==> src/sv/lpht_pkg.sv <==
package lpht_pkg;

  localparam int KEY_W  = 31;
  localparam int SIZE_W = 7;
  localparam int SLOT_W = 6;
  localparam int STAT_W = 2;
  localparam int ENT_W  = KEY_W + 1;
  localparam int DIV_CNT_W = $clog2(KEY_W);

  typedef logic [STAT_W-1:0] status_t;
  typedef logic [KEY_W-1:0]  key_t;
  typedef logic [SIZE_W-1:0] size_t;
  typedef logic [SLOT_W-1:0] slot_t;

  localparam status_t ST_OK   = 2'd0;
  localparam status_t ST_FULL = 2'd1;
  localparam status_t ST_MISS = 2'd2;

  localparam logic CMD_INSERT = 1'b0;
  localparam logic CMD_SEARCH = 1'b1;

  localparam size_t SIZE_RESET = 7'd64;

endpackage

==> src/sv/linear_probe_hash_table_core.sv <==
// Open-addressing hash table with linear probing over a synchronous memory
// (one write and one read port) of TABLE_DEPTH entries (valid bit plus key).
// After reset the block clears every entry and accepts no item until that
// pass ends; cfg writes are taken at any time. An item passes through a
// bit-serial remainder of the 31-bit key by the table size and then P probes
// (1 to size), each probe a memory read state followed by a check state,
// before its result is registered. An insert into a table whose entry count
// has reached the size skips probing. One item is worked on at a time; the
// next is taken while a result still waits in the output register.
module linear_probe_hash_table_core #(
  parameter int TABLE_DEPTH = 64
) (
  input  logic                 clk,
  input  logic                 rst_n,
  input  logic                 cfg_valid,
  output logic                 cfg_ready,
  input  logic [6:0]           cfg_data,
  input  logic                 in_valid,
  output logic                 in_ready,
  input  logic                 in_cmd,
  input  lpht_pkg::key_t       in_key,
  output logic                 out_valid,
  input  logic                 out_ready,
  output lpht_pkg::status_t    out_status,
  output lpht_pkg::slot_t      out_slot
);
  import lpht_pkg::*;

  localparam int AW = $clog2(TABLE_DEPTH);

  typedef enum logic [2:0] {
    S_CLEAR,
    S_IDLE,
    S_DIV,
    S_RD,
    S_CHK,
    S_RES
  } state_t;

  state_t                 state_r;
  size_t                  tsize_r;
  size_t                  entry_cnt_r;
  logic [AW-1:0]          clr_cnt_r;
  logic                   cmd_r;
  key_t                   key_r;
  key_t                   div_q_r;
  logic [DIV_CNT_W-1:0]   div_cnt_r;
  size_t                  rem_r;
  size_t                  addr_r;
  size_t                  probe_cnt_r;
  status_t                res_status_r;
  slot_t                  res_slot_r;
  logic                   out_valid_r;
  status_t                out_status_r;
  slot_t                  out_slot_r;

  logic [ENT_W-1:0]       mem [TABLE_DEPTH];
  logic [ENT_W-1:0]       rdata_r;

  size_t                  size;
  logic [SIZE_W:0]        trial;
  logic [SIZE_W:0]        trial_sub;
  size_t                  rem_nxt;
  size_t                  addr_inc;
  size_t                  addr_nxt;
  size_t                  probe_inc;
  logic                   last_probe;
  logic                   slot_empty;
  logic                   key_hit;
  logic                   mem_we;
  logic [AW-1:0]          mem_wa;
  logic [ENT_W-1:0]       mem_wd;

  // effective size: zero acts as one, clipped to the memory depth
  always_comb begin
    if (tsize_r == '0) begin
      size = size_t'(1);
    end else if (32'(tsize_r) > TABLE_DEPTH) begin
      size = size_t'(TABLE_DEPTH);
    end else begin
      size = tsize_r;
    end
  end

  // one restoring step of key % size
  assign trial     = {rem_r, div_q_r[KEY_W-1]};
  assign trial_sub = trial - {1'b0, size};
  assign rem_nxt   = (trial >= {1'b0, size}) ? trial_sub[SIZE_W-1:0] : trial[SIZE_W-1:0];

  assign addr_inc   = addr_r + size_t'(1);
  assign addr_nxt   = (addr_inc >= size) ? '0 : addr_inc;
  assign probe_inc  = probe_cnt_r + size_t'(1);
  assign last_probe = (probe_inc == size);
  assign slot_empty = !rdata_r[ENT_W-1];
  assign key_hit    = (rdata_r[KEY_W-1:0] == key_r);

  assign mem_we = (state_r == S_CLEAR) ||
                  ((state_r == S_CHK) && (cmd_r == CMD_INSERT) && slot_empty);
  assign mem_wa = (state_r == S_CLEAR) ? clr_cnt_r : AW'(addr_r);
  assign mem_wd = (state_r == S_CLEAR) ? '0 : {1'b1, key_r};

  always_ff @(posedge clk) begin
    if (mem_we) begin
      mem[mem_wa] <= mem_wd;
    end
    rdata_r <= mem[AW'(addr_r)];
  end

  always_ff @(posedge clk) begin
    if (!rst_n) begin
      state_r     <= S_CLEAR;
      tsize_r     <= SIZE_RESET;
      entry_cnt_r <= '0;
      clr_cnt_r   <= '0;
      out_valid_r <= 1'b0;
    end else begin
      if (cfg_valid) begin
        tsize_r <= cfg_data;
      end
      // in S_RES the result move below refills the output register
      if (out_valid_r && out_ready && (state_r != S_RES)) begin
        out_valid_r <= 1'b0;
      end
      unique case (state_r)
        S_CLEAR: begin
          clr_cnt_r <= clr_cnt_r + AW'(1);
          if (clr_cnt_r == AW'(TABLE_DEPTH - 1)) begin
            state_r <= S_IDLE;
          end
        end
        S_IDLE: begin
          if (in_valid) begin
            cmd_r     <= in_cmd;
            key_r     <= in_key;
            div_q_r   <= in_key;
            div_cnt_r <= DIV_CNT_W'(KEY_W - 1);
            rem_r     <= '0;
            state_r   <= S_DIV;
          end
        end
        S_DIV: begin
          rem_r     <= rem_nxt;
          div_q_r   <= div_q_r << 1;
          div_cnt_r <= div_cnt_r - DIV_CNT_W'(1);
          if (div_cnt_r == '0) begin
            addr_r      <= rem_nxt;
            probe_cnt_r <= '0;
            if ((cmd_r == CMD_INSERT) && (entry_cnt_r >= size)) begin
              res_status_r <= ST_FULL;
              res_slot_r   <= '0;
              state_r      <= S_RES;
            end else begin
              state_r <= S_RD;
            end
          end
        end
        S_RD: begin
          state_r <= S_CHK;
        end
        S_CHK: begin
          priority if (cmd_r == CMD_INSERT && slot_empty) begin
            entry_cnt_r  <= entry_cnt_r + size_t'(1);
            res_status_r <= ST_OK;
            res_slot_r   <= addr_r[SLOT_W-1:0];
            state_r      <= S_RES;
          end else if (cmd_r == CMD_SEARCH && slot_empty) begin
            res_status_r <= ST_MISS;
            res_slot_r   <= '0;
            state_r      <= S_RES;
          end else if (cmd_r == CMD_SEARCH && key_hit) begin
            res_status_r <= ST_OK;
            res_slot_r   <= addr_r[SLOT_W-1:0];
            state_r      <= S_RES;
          end else if (last_probe) begin
            res_status_r <= (cmd_r == CMD_INSERT) ? ST_FULL : ST_MISS;
            res_slot_r   <= '0;
            state_r      <= S_RES;
          end else begin
            addr_r      <= addr_nxt;
            probe_cnt_r <= probe_inc;
            state_r     <= S_RD;
          end
        end
        S_RES: begin
          // hold until the output register is free
          if (!out_valid_r || out_ready) begin
            out_valid_r  <= 1'b1;
            out_status_r <= res_status_r;
            out_slot_r   <= res_slot_r;
            state_r      <= S_IDLE;
          end
        end
        default: begin
          state_r <= S_IDLE;
        end
      endcase
    end
  end

  assign cfg_ready  = 1'b1;
  assign in_ready   = (state_r == S_IDLE);
  assign out_valid  = out_valid_r;
  assign out_status = out_status_r;
  assign out_slot   = out_slot_r;

`ifndef SYNTHESIS
  // a probe write only ever fills an empty slot for an insert
  assert property (@(posedge clk) disable iff (!rst_n)
    (mem_we && state_r != S_CLEAR) |-> (cmd_r == CMD_INSERT && slot_empty))
    else $error("probe write outside an insert into an empty slot");

  // probe address and probe count stay inside the table in use
  assert property (@(posedge clk) disable iff (!rst_n)
    (state_r == S_RD || state_r == S_CHK) |-> (addr_r < size && probe_cnt_r < size))
    else $error("probe outside the table");

  // a stored key bumps the entry count by exactly one
  assert property (@(posedge clk) disable iff (!rst_n)
    (state_r == S_CHK && cmd_r == CMD_INSERT && slot_empty)
      |=> entry_cnt_r == $past(entry_cnt_r) + size_t'(1))
    else $error("entry count not advanced on insert");

  // no item is taken during the clearing pass
  assert property (@(posedge clk) disable iff (!rst_n)
    (state_r == S_CLEAR) |-> !in_ready)
    else $error("item accepted while clearing");

  // failed operations report slot zero
  assert property (@(posedge clk) disable iff (!rst_n)
    (out_valid && out_status != ST_OK)
      |-> (out_slot == '0 && (out_status == ST_FULL || out_status == ST_MISS)))
    else $error("bad failure result");
`endif

endmodule
==> config.mk <==
export PLATFORM = sky130hd
export DESIGN_NAME = linear_probe_hash_table_core
export DESIGN_NICKNAME = d
export VERILOG_FILES = /design/src/sv/lpht_pkg.sv /design/src/sv/linear_probe_hash_table_core.sv
export SDC_FILE = /design/constraint.sdc
export NUM_CORES = 2
export LEC_CHECK = 0
export BUFFER_PORTS_ARGS = -buffer_cell sky130_fd_sc_hd__buf_2
export CELL_PAD_IN_SITES_DETAIL_PLACEMENT = 2
export CELL_PAD_IN_SITES_GLOBAL_PLACEMENT = 2
export CORE_UTILIZATION = 25
export CTS_CLUSTER_DIAMETER = 150
export CTS_CLUSTER_SIZE = 14
export DETAILED_ROUTE_END_ITERATION = 10
export GPL_TIMING_DRIVEN = 0
export PLACE_DENSITY_LB_ADDON = 0.1
export SETUP_SLACK_MARGIN = 0.5
export SLEW_MARGIN = 20
export SYNTH_ARGS = -nofsm -noshare
export SYNTH_HDL_FRONTEND = slang
export SYNTH_SLANG_ARGS = --single-unit
==> constraint.sdc <==
create_clock -name clk -period 9.1 [get_ports clk]
set_input_delay 1.365 -clock clk [delete_from_list [all_inputs] [get_ports clk]]
set_output_delay 1.365 -clock clk [all_outputs]
set_load 0.1 [all_outputs]
==> run summary <==
outcome: completed
gate count after technology mapping: 4522
cell leakage power: 0.0322 uW
Mapped Area: 86200 sq um
startpoint types: register
CP Max Fanout: 14
number of I/O pins: 55
DRT Pass-1 Iters: 5
post-cts gate resize count: 0
FF-to-FF Start: addr_r[1]
Worst setup EP type: register
register bit count reported by yosys: 2209
syn_area_per_cell: 19.1 sq um
Simple-Gate Fraction of Synth Area: 2.62%
Synth area leaders: edfxtp_1 (75%), mux4_2 (8.4%), mux2i_1 (4.2%), mux2_2 (1.5%), a21oi_1 (1.5%)
Setup Buffers After CTS: 0
Die W: 589 um
TritonCTS clock tree: yes
DP Area: 96700 sq um
combinational share of power: 1.0%
worst hold slack: 0.453 ns
worst path arrival time: 7.02 ns
Hold Path Class: reg2reg
via/cell ratio: 4.78
core region area: 343000 sq um
Placer Congestion: 0.782
Slew HR: 20.9%
Synth Net Count: 4589
Initial Utilization: 25.1%
Final Skew: 0.0314 ns
clk slew on worst S/H paths: 0.08 ns
Worst-Margin Slew: 1.19 ns
Final nets: 4994
Clock Sinks: 2209
detailed placer's ending HPWL: 234 mm
Layout Area Growth over Synthesis: 17.8%
DRC violations left: 0
total grt overflow: 0
initial antenna violation count: 58
worst-case clock buffer depth: 4
TritonCTS buffer count: 179
RSZ-0062 raised after global routing: false
post-synthesis sequential area ratio: 76.3%
Wirelength per Cell: 34.5 um
Final Power: 18600 uW
Fmax achieved: 0.155 GHz
Max Cap Viol: 0
die area: 347000 sq um
pwr dens: 183 nW/um^2
total track usage: 18.8%
clk root buf: clkbuf_16
Primary FF master, synth: edfxtp_1
fin util: 29.6%
Rows: 215
setup_tns: 0 ns
H-Tree Depth: 4
hold_buf cts: 0
Critical Path Start: addr_r[1]
Routed Antenna Nets: 0
R2R depth: 9
share of layout cells above drive strength 1: 22.3%
Hold Fails Final Rpt: 0
Clock power frac: 39.6%
first-pass GRT wire length: 441 mm
crit path capture: mem[63][3]
min cycle time layout: 6.46 ns
Post-synth top cells: edfxtp_1 (2153), mux2i_1 (358), mux4_2 (323)
endpoints failing setup: 0
final instance area: 102000 sq um
fin. max-slew vios: 0
FFs w/ async S/R, synth: 0%
most common cell in the netlist: edfxtp_1
total number of vias: 45700
height of the die: 589 um
sequential share of power: 59.4%
crit path kind: reg2reg
switch share: 20.9%
Tcrit/Tclk final: 70.9%
vias in the first global route: 48500
Detailed Route Iter0 Violations: 3817
R2R Setup Slk: 2.64 ns
Yosys cell types: 55
top-area cell type share of the netlist area: 75.0%
worst-skew pair later-pin latency: 0.88 ns
Synth area leader: edfxtp_1
adder-cell share of the synthesized area: 0.377%
Post-Synth XOR/XNOR Area: 0.605%
multiplexer share of the synthesized area: 14.1%
Internal: 14700 uW
Yosys warnings: 0
Max rail drop VDD: 0.141 mV
largest net degree at the start of global routing: 65
Post-synth EDFFs: 2153
sw power: 3890 uW
Worst Path Required: 9.67 ns
main combinational cell family by area after synthesis: multiplexers
Port Buffers: 51
Compound-Gate Fraction of Synth Area: 4.65%
worst flop-to-flop path endpoint: mem[63][3]
Final Routed Wirelength: 330 mm
[final cells by class]
cell class	count	area [sq um]
plain buffers	242	1110
multi-input cells	2055	20000
clock inverters	7	72.6
well taps	4557	5700
flip-flops and latches	2209	65800
inverters	16	60.1
diodes	19	47.5
clock buffers	226	4740
repair buffers	224	4070
fillers	34700	241000
[worst max-delay path, cell delays in order, from the launching register on]
cell and delay [ns]:
edfxtp_1 0.39, buf_2 0.56, nand2_1 0.81, buf_2 0.63, buf_1 0.53, o21ai_0 1.02
nand3_1 0.86, nor2_4 0.78, buf_12 0.26, buf_16 0.17
[routing by layer]
metal | GRT usage (%) | wire (um) | vias up
met5 | 0 | 108 | -
met4 | 4.66 | 8220 | 16
met3 | 3.31 | 16900 | 300
met2 | 30.8 | 157000 | 1000
met1 | 25.7 | 148000 | 25300
li1 | - | - | 19100
[power groups by stage]
stage | registers [uW] | logic [uW] | clock network, uW
2_1_floorplan | 11300 | 85.7 | 0
3_3_place_gp | 11300 | 160 | 0
3_5_place_dp | 11300 | 194 | 0
4_1_cts | 11100 | 195 | 7660
5_1_grt | 11100 | 203 | 7950
6_report | 11100 | 191 | 7370
[kinds of logic (layout without fill, tap and decap cells)]
logic type,Yosys count,count (layout)
compound gates,661,661
xor+xnor,58,58
fa+ha+maj,26,26
buf+inv,258,715
flops,2209,2209
mux,797,797
other cells,1,20
simple gates,512,512
[metrics by stage]
| step | setup WS [ns] | cells |
|---|---|---|
| floorplan | 4.46 | 4522 |
| global placement | 0.266 | 9130 |
| detailed placement | 2.74 | 9303 |
| CTS | 2.71 | 9536 |
| global route | 2.70 | 9538 |
| finish | 2.64 | 9555 |
[cell usage in the layout (no fill, tap or decap), drive strengths merged, types with 3 or more instances in the layout]
cell / count
mux2: 116
edfxtp: 2153
and2: 41
nor3: 7
o211ai: 4
o221ai: 116
nand2b: 9
a21boi: 3
xnor2: 26
o31ai: 5
o21ai: 131
nand3: 16
nor3b: 3
ha: 22
o22ai: 123
nand3b: 8
diode: 19
xor2: 31
nor2: 116
clkbuf: 349
nand4: 10
nor4: 6
buf: 343
dfxtp: 56
clkinv: 3
mux4: 323
nand2: 267
or3: 4
inv: 20
a211oi: 7
maj3: 3
nor2b: 15
a21oi: 253
or2: 3
mux2i: 358
and3: 3
o21a: 3
a21o: 5
[worst min path at each step]
stage / from / end / slack (ns) / cells past startpoint
floorplan: res_slot_r[0] / out_slot[0] / 0.40 / 0
global placement: res_status_r[1] / out_status[1] / 0.41 / 0
detailed placement: res_status_r[1] / out_status[1] / 0.43 / 0
CTS: res_status_r[1] / out_status[1] / 0.46 / 0
global route: res_status_r[1] / out_status[1] / 0.46 / 0
finish: res_status_r[1] / out_status[1] / 0.45 / 0
[registers in the layout (all words and copies together) (netlist names)]
signal,cells
clr_cnt_r,6
div_cnt_r,5
res_slot_r,6
out_slot,6
key_r,31
rdata_r,32
out_status,2
out_valid,1
addr_r,7
tsize_r,7
state_r,3
entry_cnt_r,7
div_q_r,31
mem,2048
rem_r,7
res_status_r,2
cmd_r,1
probe_cnt_r,7
Power figures use the tool's default switching activity.
